<file path="config.mk">
export PLATFORM = sky130hd
export DESIGN_NAME = mac_line_sync_slicer_descrambler_core
export DESIGN_NICKNAME = d
export VERILOG_FILES = /design/src/hdl/mlsd_pkg.sv /design/src/hdl/mlsd_fifo.sv /design/src/hdl/mlsd_front.sv /design/src/hdl/mlsd_back.sv /design/src/hdl/mac_line_sync_slicer_descrambler_core.sv
export SDC_FILE = /design/constraint.sdc
export NUM_CORES = 1
export LEC_CHECK = 0
export ABC_AREA = 1
export ABC_CLOCK_PERIOD_IN_PS = 4500
export BUFFER_PORTS_ARGS = -buffer_cell sky130_fd_sc_hd__buf_4
export CAP_MARGIN = 0
export CORE_AREA = 2 2 122 124
export DETAILED_ROUTE_END_ITERATION = 16
export DIE_AREA = 0 0 124 126
export PLACE_DENSITY = 0.81
export RECOVER_POWER = 100
export SLEW_MARGIN = 20
export SYNTH_ARGS = -nofsm -noshare
export SYNTH_HDL_FRONTEND = slang
export SYNTH_SLANG_ARGS = --single-unit
</file>
<file path="constraint.sdc">
create_clock -name clk -period 4.5 [get_ports clk]
set_input_delay 0 -clock clk [delete_from_list [all_inputs] [get_ports clk]]
set_output_delay 0 -clock clk [all_outputs]
set_load 0.01 [all_outputs]
</file>
<file path="src/hdl/mlsd_pkg.sv">
// ----------------------------------------------------------------------------
// mlsd_pkg
// Shared types, constants and LFSR helpers for the duobinary line sync
// slicer and descrambler.
// ----------------------------------------------------------------------------
package mlsd_pkg;

    // Scrambler width and first-line seed
    localparam int LFSR_W = 15;
    localparam logic [LFSR_W-1:0] SEED_FIRST = 15'h7FFF;

    // Line sync words, oldest symbol in the LSB
    localparam logic [5:0] WORD_A = 6'h34;
    localparam logic [5:0] WORD_B = 6'h0B;

    // Configuration port
    localparam int APB_ADDR_W = 3;
    localparam int APB_DATA_W = 32;
    localparam logic REG_SLICE_LOW  = 1'b0;
    localparam logic REG_SLICE_HIGH = 1'b1;
    localparam logic [7:0] SLICE_LOW_RST  = 8'd85;
    localparam logic [7:0] SLICE_HIGH_RST = 8'd170;

    typedef logic [LFSR_W-1:0] lfsr_t;
    typedef logic [LFSR_W-1:0][LFSR_W-1:0] jump_mat_t;

    // Front end line state
    typedef enum logic [1:0] {
        MODE_IDLE,
        MODE_SEARCH,
        MODE_CAPTURE,
        MODE_DONE
    } mode_t;

    // Token kinds passed from front to back
    typedef enum logic [1:0] {
        TOK_LINE,
        TOK_SYNC,
        TOK_DATA
    } tok_kind_t;

    typedef struct packed {
        tok_kind_t   kind;
        logic        frame_start;
        logic        sync_word;
        logic        slice_bit;
        logic [6:0]  bit_index;
        logic        last;
    } token_t;

    typedef struct packed {
        logic        out_kind;
        logic        sync_word;
        logic        data_bit;
        logic [6:0]  bit_index;
        logic        last_in_line;
    } result_t;

    // One PRBS step: feedback x[0]^x[14] shifts in at the top
    function automatic lfsr_t lfsr_step(lfsr_t x);
        lfsr_step = {x[0] ^ x[LFSR_W-1], x[LFSR_W-1:1]};
    endfunction

    // Column j holds unit vector j advanced by the given number of steps
    function automatic jump_mat_t jump_matrix(int steps);
        jump_mat_t m;
        lfsr_t     v;
        int        j;
        int        k;
        for (j = 0; j < LFSR_W; j++)
        begin
            v = lfsr_t'(1) << j;
            for (k = 0; k < steps; k++)
            begin
                v = lfsr_step(v);
            end
            m[j] = v;
        end
        jump_matrix = m;
    endfunction

    // GF(2) matrix times state
    function automatic lfsr_t jump_apply(jump_mat_t m, lfsr_t s);
        lfsr_t acc;
        int    j;
        acc = '0;
        for (j = 0; j < LFSR_W; j++)
        begin
            if (s[j])
            begin
                acc = acc ^ m[j];
            end
        end
        jump_apply = acc;
    endfunction

endpackage

</file>
<file path="src/hdl/mlsd_fifo.sv">
// ----------------------------------------------------------------------------
// mlsd_fifo
// Small show-ahead register FIFO; DEPTH is a power of two.
// ----------------------------------------------------------------------------
module mlsd_fifo #(
    parameter int WIDTH = 8,
    parameter int DEPTH = 4
) (
    input  logic             clk,
    input  logic             rst_n,
    input  logic             wr_en,
    input  logic [WIDTH-1:0] wr_data,
    input  logic             rd_en,
    output logic [WIDTH-1:0] rd_data,
    output logic             full,
    output logic             empty
);

    localparam int PTR_W = (DEPTH > 1) ? $clog2(DEPTH) : 1;
    localparam int CNT_W = $clog2(DEPTH + 1);

    logic [WIDTH-1:0] mem_reg [DEPTH];
    logic [PTR_W-1:0] wr_ptr_reg;
    logic [PTR_W-1:0] rd_ptr_reg;
    logic [CNT_W-1:0] count_reg;
    logic [CNT_W-1:0] count_next;
    logic             do_wr;
    logic             do_rd;

    assign full    = (count_reg == CNT_W'(DEPTH));
    assign empty   = (count_reg == '0);
    assign do_wr   = wr_en && !full;
    assign do_rd   = rd_en && !empty;
    assign rd_data = mem_reg[rd_ptr_reg];

    // Occupancy
    always_comb
    begin
        count_next = count_reg;
        if (do_wr && !do_rd)
        begin
            count_next = count_reg + CNT_W'(1);
        end
        else if (do_rd && !do_wr)
        begin
            count_next = count_reg - CNT_W'(1);
        end
    end

    // Pointers and count
    always_ff @(posedge clk or negedge rst_n)
    begin
        if (!rst_n)
        begin
            wr_ptr_reg <= '0;
            rd_ptr_reg <= '0;
            count_reg  <= '0;
        end
        else
        begin
            if (do_wr)
            begin
                wr_ptr_reg <= wr_ptr_reg + PTR_W'(1);
            end
            if (do_rd)
            begin
                rd_ptr_reg <= rd_ptr_reg + PTR_W'(1);
            end
            count_reg <= count_next;
        end
    end

    // Storage
    always_ff @(posedge clk)
    begin
        if (do_wr)
        begin
            mem_reg[wr_ptr_reg] <= wr_data;
        end
    end

endmodule

</file>
<file path="src/hdl/mlsd_front.sv">
// ----------------------------------------------------------------------------
// mlsd_front
// Slices each sample, tracks line state, searches for the sync word and
// classifies each sample into line, sync or data tokens.
// ----------------------------------------------------------------------------
module mlsd_front #(
    parameter int SPS  = 2,
    parameter int BITS = 99
) (
    input  logic              clk,
    input  logic              rst_n,
    input  logic              accept,
    input  logic [7:0]        sample,
    input  logic              line_start,
    input  logic              frame_start,
    input  logic [7:0]        slice_low,
    input  logic [7:0]        slice_high,
    output logic              tok_valid,
    output mlsd_pkg::token_t  tok
);

    localparam int HIST_LEN = 5 * SPS + 1;
    localparam int FILL_W   = $clog2(HIST_LEN + 1);
    localparam int GAP_RAW  = SPS + SPS / 2 - 1;
    localparam int GAP      = (GAP_RAW < 1) ? 1 : GAP_RAW;
    localparam int PH_MAX   = (GAP > SPS) ? GAP : SPS;
    localparam int PH_W     = $clog2(PH_MAX + 1);

    mlsd_pkg::mode_t     mode_reg;
    mlsd_pkg::mode_t     mode_next;
    mlsd_pkg::mode_t     mode_cur;
    logic [HIST_LEN-1:0] hist_reg;
    logic [HIST_LEN-1:0] hist_next;
    logic [HIST_LEN-1:0] hist_cur;
    logic [HIST_LEN-1:0] hist_shift;
    logic [FILL_W-1:0]   fill_reg;
    logic [FILL_W-1:0]   fill_next;
    logic [FILL_W-1:0]   fill_cur;
    logic [FILL_W-1:0]   fill_inc;
    logic [PH_W-1:0]     phase_reg;
    logic [PH_W-1:0]     phase_next;
    logic [PH_W-1:0]     phase_cur;
    logic [PH_W-1:0]     phase_dec;
    logic [6:0]          bits_reg;
    logic [6:0]          bits_next;
    logic [6:0]          bits_cur;
    logic [5:0]          word;
    logic                slice_bit;
    logic                match;
    logic                data_now;
    logic                last_bit;

    // Three-level slicer
    assign slice_bit = (sample <= slice_low) || (sample > slice_high);

    // Line start restarts the search on this very sample
    assign mode_cur  = line_start ? mlsd_pkg::MODE_SEARCH : mode_reg;
    assign hist_cur  = line_start ? '0 : hist_reg;
    assign fill_cur  = line_start ? '0 : fill_reg;
    assign phase_cur = line_start ? '0 : phase_reg;
    assign bits_cur  = line_start ? '0 : bits_reg;

    // Sync search on each sample over every SPS-th slice of the history
    always_comb
    begin
        hist_shift = {hist_cur[HIST_LEN-2:0], slice_bit};
        fill_inc   = (fill_cur < FILL_W'(HIST_LEN)) ? fill_cur + FILL_W'(1) : fill_cur;
        for (int i = 0; i < 6; i++)
        begin
            word[i] = hist_shift[(5 - i) * SPS];
        end
        match = (fill_inc == FILL_W'(HIST_LEN))
             && ((word == mlsd_pkg::WORD_A) || (word == mlsd_pkg::WORD_B));
    end

    // Capture timing
    assign phase_dec = (phase_cur != '0) ? phase_cur - PH_W'(1) : '0;
    assign data_now  = (mode_cur == mlsd_pkg::MODE_CAPTURE) && (phase_dec == '0);
    assign last_bit  = (bits_cur == 7'(BITS - 1));

    // Next state
    always_comb
    begin
        mode_next = mode_reg;
        if (accept)
        begin
            case (mode_cur)
                mlsd_pkg::MODE_SEARCH:
                begin
                    mode_next = match ? mlsd_pkg::MODE_CAPTURE : mlsd_pkg::MODE_SEARCH;
                end
                mlsd_pkg::MODE_CAPTURE:
                begin
                    mode_next = (data_now && last_bit) ? mlsd_pkg::MODE_DONE
                                                       : mlsd_pkg::MODE_CAPTURE;
                end
                mlsd_pkg::MODE_DONE:
                begin
                    mode_next = mlsd_pkg::MODE_DONE;
                end
                default:
                begin
                    mode_next = mlsd_pkg::MODE_IDLE;
                end
            endcase
        end
    end

    // Token output
    always_comb
    begin
        tok             = '0;
        tok.frame_start = frame_start;
        tok.slice_bit   = slice_bit;
        tok_valid       = 1'b0;
        if (line_start)
        begin
            tok.kind  = mlsd_pkg::TOK_LINE;
            tok_valid = accept;
        end
        else
        begin
            case (mode_cur)
                mlsd_pkg::MODE_SEARCH:
                begin
                    tok.kind      = mlsd_pkg::TOK_SYNC;
                    tok.sync_word = (word == mlsd_pkg::WORD_B);
                    tok_valid     = accept && match;
                end
                mlsd_pkg::MODE_CAPTURE:
                begin
                    tok.kind      = mlsd_pkg::TOK_DATA;
                    tok.bit_index = bits_cur;
                    tok.last      = last_bit;
                    tok_valid     = accept && data_now;
                end
                default:
                begin
                    tok_valid = 1'b0;
                end
            endcase
        end
    end

    // Search history, fill, phase and bit counters
    always_comb
    begin
        hist_next  = hist_cur;
        fill_next  = fill_cur;
        phase_next = phase_cur;
        bits_next  = bits_cur;
        if (mode_cur == mlsd_pkg::MODE_SEARCH)
        begin
            hist_next = hist_shift;
            fill_next = fill_inc;
            if (match)
            begin
                phase_next = PH_W'(GAP);
            end
        end
        else if (mode_cur == mlsd_pkg::MODE_CAPTURE)
        begin
            phase_next = phase_dec;
            if (data_now)
            begin
                bits_next = bits_cur + 7'd1;
                if (!last_bit)
                begin
                    phase_next = PH_W'(SPS);
                end
            end
        end
    end

    // Line state registers
    always_ff @(posedge clk or negedge rst_n)
    begin
        if (!rst_n)
        begin
            mode_reg  <= mlsd_pkg::MODE_IDLE;
            hist_reg  <= '0;
            fill_reg  <= '0;
            phase_reg <= '0;
            bits_reg  <= '0;
        end
        else if (accept)
        begin
            mode_reg  <= mode_next;
            hist_reg  <= hist_next;
            fill_reg  <= fill_next;
            phase_reg <= phase_next;
            bits_reg  <= bits_next;
        end
    end

endmodule

</file>
<file path="src/hdl/mlsd_back.sv">
// ----------------------------------------------------------------------------
// mlsd_back
// Carries out tokens: reseeds the scrambler at each line and descrambles
// captured bits into result transactions.
// ----------------------------------------------------------------------------
module mlsd_back #(
    parameter int JUMP = 648
) (
    input  logic              clk,
    input  logic              rst_n,
    input  logic              tok_valid,
    input  mlsd_pkg::token_t  tok,
    input  logic              out_full,
    output logic              tok_take,
    output logic              out_push,
    output mlsd_pkg::result_t result
);

    localparam mlsd_pkg::jump_mat_t JUMP_MAT = mlsd_pkg::jump_matrix(JUMP);

    mlsd_pkg::lfsr_t scram_reg;
    mlsd_pkg::lfsr_t scram_next;
    mlsd_pkg::lfsr_t seed_reg;
    mlsd_pkg::lfsr_t seed_next;
    logic            is_line;

    // Line tokens need no room on the result side
    assign is_line  = (tok.kind == mlsd_pkg::TOK_LINE);
    assign tok_take = tok_valid && (is_line || !out_full);
    assign out_push = tok_take && !is_line;

    // Token execution
    always_comb
    begin
        seed_next  = seed_reg;
        scram_next = scram_reg;
        result     = '0;
        case (tok.kind)
            mlsd_pkg::TOK_LINE:
            begin
                seed_next  = tok.frame_start ? mlsd_pkg::SEED_FIRST
                                             : mlsd_pkg::jump_apply(JUMP_MAT, seed_reg);
                scram_next = seed_next;
            end
            mlsd_pkg::TOK_SYNC:
            begin
                result.out_kind  = 1'b0;
                result.sync_word = tok.sync_word;
            end
            mlsd_pkg::TOK_DATA:
            begin
                scram_next          = mlsd_pkg::lfsr_step(scram_reg);
                result.out_kind     = 1'b1;
                result.data_bit     = tok.slice_bit ^ scram_next[mlsd_pkg::LFSR_W-1];
                result.bit_index    = tok.bit_index;
                result.last_in_line = tok.last;
            end
            default:
            begin
                result = '0;
            end
        endcase
    end

    // Seed and scrambler state
    always_ff @(posedge clk or negedge rst_n)
    begin
        if (!rst_n)
        begin
            seed_reg  <= mlsd_pkg::SEED_FIRST;
            scram_reg <= mlsd_pkg::SEED_FIRST;
        end
        else if (tok_take)
        begin
            seed_reg  <= seed_next;
            scram_reg <= scram_next;
        end
    end

endmodule

</file>
<file path="src/hdl/mac_line_sync_slicer_descrambler_core.sv">
// ----------------------------------------------------------------------------
// mac_line_sync_slicer_descrambler_core
// Duobinary line sync detector and line descrambler with APB thresholds.
// ----------------------------------------------------------------------------
// Takes one video sample per clock and can keep that up indefinitely while
// pop keeps pace. Each sample is sliced and classified by the front end in the
// cycle it is pushed; line, sync and data tokens then wait in a four-entry
// queue for the back end, which carries out one token per cycle while the
// output queue has room (one scrambler step or one 648-step seed jump, done as
// a single GF(2) matrix product) and writes results into a two-entry output
// queue; results reach the result ports through both registered queues. full
// rises only when results are not popped. Thresholds are written at byte
// addresses 0 (slice_low) and 4 (slice_high) only while the block is idle;
// this is a rule for the user that the block itself does not enforce.
module mac_line_sync_slicer_descrambler_core #(
    parameter int SAMPLES_PER_SYMBOL = 2,
    parameter int BITS_PER_LINE      = 99,
    parameter int SEED_JUMP_STEPS    = 648
) (
    input  logic                            clk,
    input  logic                            rst_n,
    // Sample side
    input  logic                            push,
    output logic                            full,
    input  logic [7:0]                      sample,
    input  logic                            line_start,
    input  logic                            frame_start,
    // Result side
    input  logic                            pop,
    output logic                            empty,
    output logic                            out_kind,
    output logic                            sync_word,
    output logic                            data_bit,
    output logic [6:0]                      bit_index,
    output logic                            last_in_line,
    // Configuration
    input  logic                            psel,
    input  logic                            penable,
    input  logic                            pwrite,
    input  logic [mlsd_pkg::APB_ADDR_W-1:0] paddr,
    input  logic [mlsd_pkg::APB_DATA_W-1:0] pwdata,
    output logic [mlsd_pkg::APB_DATA_W-1:0] prdata,
    output logic                            pready
);

    localparam int TOK_W = $bits(mlsd_pkg::token_t);
    localparam int RES_W = $bits(mlsd_pkg::result_t);

    logic [7:0]        slice_low_reg;
    logic [7:0]        slice_high_reg;
    logic              cfg_wr;
    logic              accept;
    logic              ftok_valid;
    mlsd_pkg::token_t  ftok;
    mlsd_pkg::token_t  qtok;
    logic [TOK_W-1:0]  qtok_bits;
    logic              q_empty;
    logic              tok_take;
    logic              out_push;
    logic              out_full;
    mlsd_pkg::result_t bres;
    mlsd_pkg::result_t ores;
    logic [RES_W-1:0]  ores_bits;

    // Configuration registers
    assign pready = 1'b1;
    assign cfg_wr = psel && penable && pwrite && pready;

    always_ff @(posedge clk or negedge rst_n)
    begin
        if (!rst_n)
        begin
            slice_low_reg  <= mlsd_pkg::SLICE_LOW_RST;
            slice_high_reg <= mlsd_pkg::SLICE_HIGH_RST;
        end
        else if (cfg_wr)
        begin
            case (paddr[2])
                mlsd_pkg::REG_SLICE_LOW:  slice_low_reg  <= pwdata[7:0];
                mlsd_pkg::REG_SLICE_HIGH: slice_high_reg <= pwdata[7:0];
                default:                  slice_low_reg  <= slice_low_reg;
            endcase
        end
    end

    always_comb
    begin
        case (paddr[2])
            mlsd_pkg::REG_SLICE_LOW:  prdata = {24'd0, slice_low_reg};
            mlsd_pkg::REG_SLICE_HIGH: prdata = {24'd0, slice_high_reg};
            default:                  prdata = '0;
        endcase
    end

    // Front end
    assign accept = push && !full;

    mlsd_front #(
        .SPS  (SAMPLES_PER_SYMBOL),
        .BITS (BITS_PER_LINE)
    ) u_front (
        .clk         (clk),
        .rst_n       (rst_n),
        .accept      (accept),
        .sample      (sample),
        .line_start  (line_start),
        .frame_start (frame_start),
        .slice_low   (slice_low_reg),
        .slice_high  (slice_high_reg),
        .tok_valid   (ftok_valid),
        .tok         (ftok)
    );

    // Token queue between front and back
    mlsd_fifo #(
        .WIDTH (TOK_W),
        .DEPTH (4)
    ) u_tok_q (
        .clk     (clk),
        .rst_n   (rst_n),
        .wr_en   (ftok_valid),
        .wr_data (ftok),
        .rd_en   (tok_take),
        .rd_data (qtok_bits),
        .full    (full),
        .empty   (q_empty)
    );

    assign qtok = mlsd_pkg::token_t'(qtok_bits);

    // Back end
    mlsd_back #(
        .JUMP (SEED_JUMP_STEPS)
    ) u_back (
        .clk       (clk),
        .rst_n     (rst_n),
        .tok_valid (!q_empty),
        .tok       (qtok),
        .out_full  (out_full),
        .tok_take  (tok_take),
        .out_push  (out_push),
        .result    (bres)
    );

    // Result queue
    mlsd_fifo #(
        .WIDTH (RES_W),
        .DEPTH (2)
    ) u_res_q (
        .clk     (clk),
        .rst_n   (rst_n),
        .wr_en   (out_push),
        .wr_data (bres),
        .rd_en   (pop),
        .rd_data (ores_bits),
        .full    (out_full),
        .empty   (empty)
    );

    assign ores         = mlsd_pkg::result_t'(ores_bits);
    assign out_kind     = ores.out_kind;
    assign sync_word    = ores.sync_word;
    assign data_bit     = ores.data_bit;
    assign bit_index    = ores.bit_index;
    assign last_in_line = ores.last_in_line;

`ifndef SYNTH
    // Data results never index past the line
    a_index_range: assert property (@(posedge clk) disable iff (!rst_n)
        (!empty && out_kind) |-> (bit_index <= 7'(BITS_PER_LINE - 1)))
        else $error("bit_index beyond line length");

    // Line end flag only on the final data bit
    a_last_bit: assert property (@(posedge clk) disable iff (!rst_n)
        (!empty && last_in_line) |-> (out_kind && (bit_index == 7'(BITS_PER_LINE - 1))))
        else $error("last_in_line on wrong result");

    // Back end only writes results when there is room
    a_no_overflow: assert property (@(posedge clk) disable iff (!rst_n)
        out_push |-> !out_full)
        else $error("result queue overflow");

    // Sync results carry clean data fields
    a_sync_clean: assert property (@(posedge clk) disable iff (!rst_n)
        (!empty && !out_kind) |-> (!data_bit && !last_in_line && (bit_index == 7'd0)))
        else $error("sync result with data fields set");
`endif

endmodule

</file>
# --- Yosys cells after proc, flatten, opt, wreduce, memory -nomap -nowiden ---
# Memory sizes are Yosys's and may differ from the RTL's.
# Index checks and enable logic that the tools add are counted.
word_totals:
  regBits: 82
  mem_bits_rw: 74
  in_bits: 52
  output_inout_bits: 46
  elab_cells: 172
  n_memories: 2
classes:
  add_sub_neg: 11
  order_cmp: 3
  eq_ne: 11
  mux: 71
  bitwise_logic: 17
  n_reduce_logical: 42
mem_list:
  columns: ["memory", "depth", "width", "read_ports", "rd_ports_with_merged_regs", "write_ports", "line", "source"]
  rows:
  - ["u_tok_q.mem_reg", 4, 13, 1, 0, 1, "mlsd_fifo.sv:22", "logic [WIDTH-1:0] mem_reg [DEPTH];"]
  - ["u_res_q.mem_reg", 2, 11, 1, 0, 1, "mlsd_fifo.sv:22", null]
ops:
  columns: ["op", "n"]
  rows:
  - ["$mux W15", 25]
  - ["$pmux W32 S2", 1]
  - ["$not A7 Y7", 5]
  - ["$mux W10", 3]
  - ["$pmux W15 S2", 1]
  - ["$mux W14", 2]
  - ["$mux W7", 4]
  - ["$mux W2", 12]
  - ["$logic_and A1 B1 Y1", 18]
  - ["$not A6 Y6", 3]
  - ["$mux W8", 2]
  - ["$not A8 Y8", 2]
  - ["$not A5 Y5", 3]
  - ["$mux W13", 1]
  - ["$mux W4", 3]
  - ["$mux W11", 1]
  - ["$mux W1", 10]
  - ["$not A10 Y10", 1]
  - ["$logic_not A1 Y1", 9]
  - ["$mux W9", 1]
  - ["$eq A2 B2 Y1 const B", 4]
  - ["$gt A8 B8 Y1", 1]
  - ["$le A8 B8 Y1", 1]
  - ["$reduce_and A2 Y1", 4]
  - ["24 further kinds", 38]

# --- Longest topological paths before layout ---
# An unclocked memory read counts as a cell.
depth:
  word_depth: 46
  depth_mapped: 23

# --- Hierarchy ---
# From an unflattened synthesis, not the netlist that was laid out.
hier_totals:
  hier_cells: 1101
  area_unflattened_um2: 9048.7
modules_own_cells:
  columns: ["mod", "instances", "cells_each", "area_per_inst_um2"]
  rows:
  - ["mlsd_fifo at u_tok_q", 1, 213, 2529.9]
  - ["mlsd_back", 1, 385, 2492.4]
  - ["mlsd_front", 1, 286, 2026.9]
  - ["mlsd_fifo at u_res_q", 1, 89, 1028.5]
  - ["mac_line_sync_slicer_descrambler_core", 1, 128, 970.9]

# --- Worst setup path before layout ---
# OpenSTA, ideal clock, no wires.
synth_timing:
  path_type: "flip-flop to flip-flop"
  start: "register slice_low_reg[6]"
  end: "register u_tok_q.count_reg[1]"
  setup_time_ns: 0.125
  arrival_time_ns: 2.680
  slack_ns: 1.695
  stages_incl_launch_ff: 20
  n_path_buf: 0
  synth_period_minus_slack_ns: 2.805
  cell_sequence: "dfstp_2 inv_1 ha_1 nand2_1 inv_1 nand3_1 inv_1 nand2_1 a21oi_1 nand2_1 nand2_1 nand2_1 nand2_1 nand2_1 nand2_2 nand2_1 ha_1 inv_1 fa_1 mux2_2"
synth_rtl:
  columns: ["element", "line", "source"]
  rows:
  - ["from (decl)", "mac_line_sync_slicer_descrambler_core.sv:49", "logic [7:0] slice_low_reg;"]
  - ["from (signal assigned)", "mac_line_sync_slicer_descrambler_core.sv:73", "slice_low_reg <= mlsd_pkg::SLICE_LOW_RST;"]
  - ["from (signal assigned)", "mac_line_sync_slicer_descrambler_core.sv:79", "mlsd_pkg::REG_SLICE_LOW: slice_low_reg <= pwdata[7:0];"]
  - ["from (signal assigned)", "mac_line_sync_slicer_descrambler_core.sv:81", "default: slice_low_reg <= slice_low_reg;"]
  - ["to (signal assigned)", "mlsd_fifo.sv:69", "count_reg <= count_next;"]
  - ["to (decl)", "mlsd_fifo.sv:25", "logic [CNT_W-1:0] count_reg;"]

# --- Worst setup path in the final report ---
layout_timing:
  start: "register u_tok_q.rd_ptr_reg[0]"
  end: "register u_tok_q.count_reg[1]"
layout_between:
  elab_chain_cells: 8
  word_cells_on_any_way: 10
  cone_classes: "mux: 1; reduce/logical: 8; memory: 1"
layout_rtl:
  columns: ["element", "line", "source"]
  rows:
  - ["from (decl)", "mlsd_fifo.sv:24", "logic [PTR_W-1:0] rd_ptr_reg;"]
  - ["from (signal assigned)", "mlsd_fifo.sv:67", "rd_ptr_reg <= rd_ptr_reg + PTR_W'(1);"]
  - ["$mem_v2 Z4 W13", null, null]
  - ["$logic_not A2 Y1", "mlsd_back.sv:28", "assign is_line = (tok.kind == mlsd_pkg::TOK_LINE);"]
  - ["$logic_or A1 B1 Y1", "mlsd_back.sv:29", "assign tok_take = tok_valid && (is_line || !out_full);"]
  - ["$logic_and A1 B1 Y1", "mlsd_back.sv:29", null]
  - ["$logic_and A1 B1 Y1", "mlsd_fifo.sv:33", "assign do_rd = rd_en && !empty;"]
  - ["$logic_not A1 Y1", "mlsd_fifo.sv:40", "if (do_wr && !do_rd)"]
  - ["$logic_and A1 B1 Y1", "mlsd_fifo.sv:40", null]
  - ["$mux W3", "mlsd_fifo.sv:40", null]
  - ["named net u_tok_q.count_next[1]", "mlsd_fifo.sv:26", "logic [CNT_W-1:0] count_next;"]
# The timed path passes the listed nets, and every way through them passes these cells.
# A chain may end at the register's enable or synchronous reset.

==> impl_metrics.py <==
metrics = {
    "status": {
        "status": "finished with violations",
        "violations": "capacitance limit, slew limit",
    },
    "floorplan": {
        "dieArea_sq_mm": 0.0156,
        "coreArea_sq_mm": 0.0143,
        "die_w_um": 124,
        "rows": 44,
        "pin_count": 98,
        "die_y_um": 126,
        "initial_core_util": 0.589,
    },
    "clock_network": {
        "cts.sinks": 156,
        "htree_levels": 4,
        "clockBufferDepth": 2,
        "clkTransAtPathRegs_ns": 0.06,
        "cts_tree": "done",
        "worstSkewPairLatency_ns": 0.42,
        "cts_buffers": 17,
        "cts-root-buf": "clkbuf_16",
    },
    "worst_setup_path": {
        "cp-start-kind": "register",
        "cp-startpoint": "u_tok_q.rd_ptr_reg[0]",
        "reg2reg_from": "u_tok_q.rd_ptr_reg[0]",
        "end_kind": "register",
        "critPathKind": "register to register",
        "critPathArrivalTime_ns": 3.86,
        "crit_fanout": 31,
        "worstPathRequired_ns": 4.80,
    },
    "sta": {
        "clock.fmax_ghz": 0.281,
        "skew_ns": 0.00793,
        "setup_viol": 0,
        "finalCriticalPeriod_ns": 3.56,
        "fin_hold_ws_ns": 0.0613,
        "period_share": 0.792,
        "slew_viol_final": 36,
        "worst_pin_slew_ns": 1.82,
        "setup_tns_ns": 0,
        "slew_headroom": -0.212,
        "hold_viol_final": 0,
        "grt_setup_unrepaired": "no",
    },
    "placement": {
        "dp_hpwl_mm": 10.5,
        "dpl_cell_area_sq_mm": 0.00878,
        "io_buffers": 46,
        "place.gp.congestion": 0.859,
    },
    "synth": {
        "syn_inst": 926,
        "synthTopCellsByArea": "edfxtp_1, dfrtp_1, dfstp_2",
        "synth_top_cell_by_area": "edfxtp_1",
        "ys_seq_area_frac": 0.513,
        "syn-mean-instance-area_sq_um": 9.10,
        "syn_area_sq_mm": 0.00843,
        "ys_types": 49,
        "yosys_warnings": 0,
        "synth-seq-cells": 156,
        "yosysTopAreaCellShare": 0.264,
    },
    "hold_path": {
        "holdCritStartpoint": "line_start",
        "hold_path.class": "input port to register",
    },
    "layout": {
        "final_cell_area_sq_mm": 0.00930,
        "final_common_cell": "nand2_1",
        "fin_nets": 1051,
        "final_layout_size_suffix_gt1_frac": 0.107,
        "mostFrequentLayoutCells": "nand2_1, inv_1, o21ai_0",
        "antenna_cells": 0,
        "largest_reg_flops": 52,
        "area_growth_pct": 10.4,
    },
    "global_route": {
        "antenna_found_initial": 0,
        "grtUsageTotal": 0.214,
        "grt_max_degree": 49,
        "grt_pass1_vias": 5661,
        "grt_pass1_wl_mm": 26.3,
        "grt_overflow_total": 0,
    },
    "routing": {
        "drtIter0Drc": 382,
        "drt_wl_total_mm": 15.3,
        "drc": 0,
        "antenna_left": 0,
        "vias": 6017,
        "vias_per_cell": 5.16,
        "avgRoutedWirePerCell_um": 13.2,
        "dr.pass1.iters": 5,
    },
    "power_and_ir_drop": {
        "vdd_drop_max_mv": 0.399,
        "cellLeakagePower_nw": 4.02,
        "pwr_density_cell_mw_per_mm2": 772,
    },
    "run": {
        "maxCapViolations": 1,
    },
}
-- cell type report --
type	count	area [sq um]
tap	184	230
clock buffer	18	429
clock inverter	14	131
timing repair buffer	64	404
multi-input combinational	625	3400
sequential	156	4320
fill	1147	5010
inverter	104	390
-- cells in the mapped netlist, drive strengths merged --
cell type    n
a21boi       5
nor4         4
nor2        93
buf         42
ha          30
conb         2
clkbuf      22
a31oi        7
mux2         2
and3         1
o22ai        4
o21ai      103
nand2      184
dfrtp       44
dfstp       38
o211ai       3
nand3b       1
o21bai       1
a21oi       38
o21a         1
nand4        3
a22oi        1
fa           1
nor3         8
edfxtp      74
or2          6
o31ai        1
xnor2       28
o32ai        2
nand3       31
xor2        39
inv        104
a32o         1
a21o         2
-- cells by family after synthesis --
kind of cell / share of synthesized area
and+or+nand+nor: 0.166
AOI/OAI and AO/OA: 0.109
buffers and inverters: 0.0898
DFF: 0.513
xor gates and xnor gates: 0.0714
adders and majority gates: 0.0469
other: 0.000891
muxes: 0.00267
-- final timing paths --
path | endpoint | slack (ns) | depth (start not counted)
max | u_tok_q.count_reg[1] | 0.94 | 12
min | u_front.phase_reg[0] | 0.06 | 4
max reg2reg | u_tok_q.count_reg[1] | 0.94 | 12
min reg2reg | u_back.scram_reg[8] | 0.48 | 2
max in group asynchronous | u_res_q.rd_ptr_reg | 1.87 | 3
min in group asynchronous | slice_low_reg[3] | 0.62 | 2
-- routing by layer --
layer | part of all wire | GRT usage
met1 | 0.46 | 0.284
met2 | 0.48 | 0.346
met3 | 0.049 | 0.0453
met4 | 0.016 | 0.0820
met5 | 0 | 0
-- where the power goes --
group / switching (mW) / total, mW / internal, mW
clock: 0.577 / 1.35 / 0.772
sequential: 0.344 / 2.50 / 2.15
combinational: 2.11 / 3.34 / 1.23
total: 3.03 / 7.18 / 4.16
-- critical path, stage by stage, from the launching register on --
cell and delay, ns:
dfrtp_1 0.33, buf_4 0.31, inv_1 0.39, nand2_1 0.15
nand3_1 0.08, nand2_1 0.22, nand2_1 0.15, nor2_4 0.48
nor2_1 0.27, ha_1 0.27, inv_1 0.10, fa_1 0.42
mux2_2 0.26
-- metrics by stage --
stage	utilization	setup slack, ns	power (mW)	cells
finish	0.650	0.936	7.18	1165
global route	0.650	0.613	7.83	1165
CTS	0.660	1.18	7.35	1165
detailed placement	0.613	1.21	5.98	1122
global placement	0.613	1.30	5.85	1122
floorplan	-	1.69	5.20	949
-- what timing repair did --
action	in CTS	in global routing
buffers inserted	0	0
hold buffers	11	0
endpoints found under the hold margin	55	0
gates resized for setup	0	0
(Power assumes the default switching activity.)
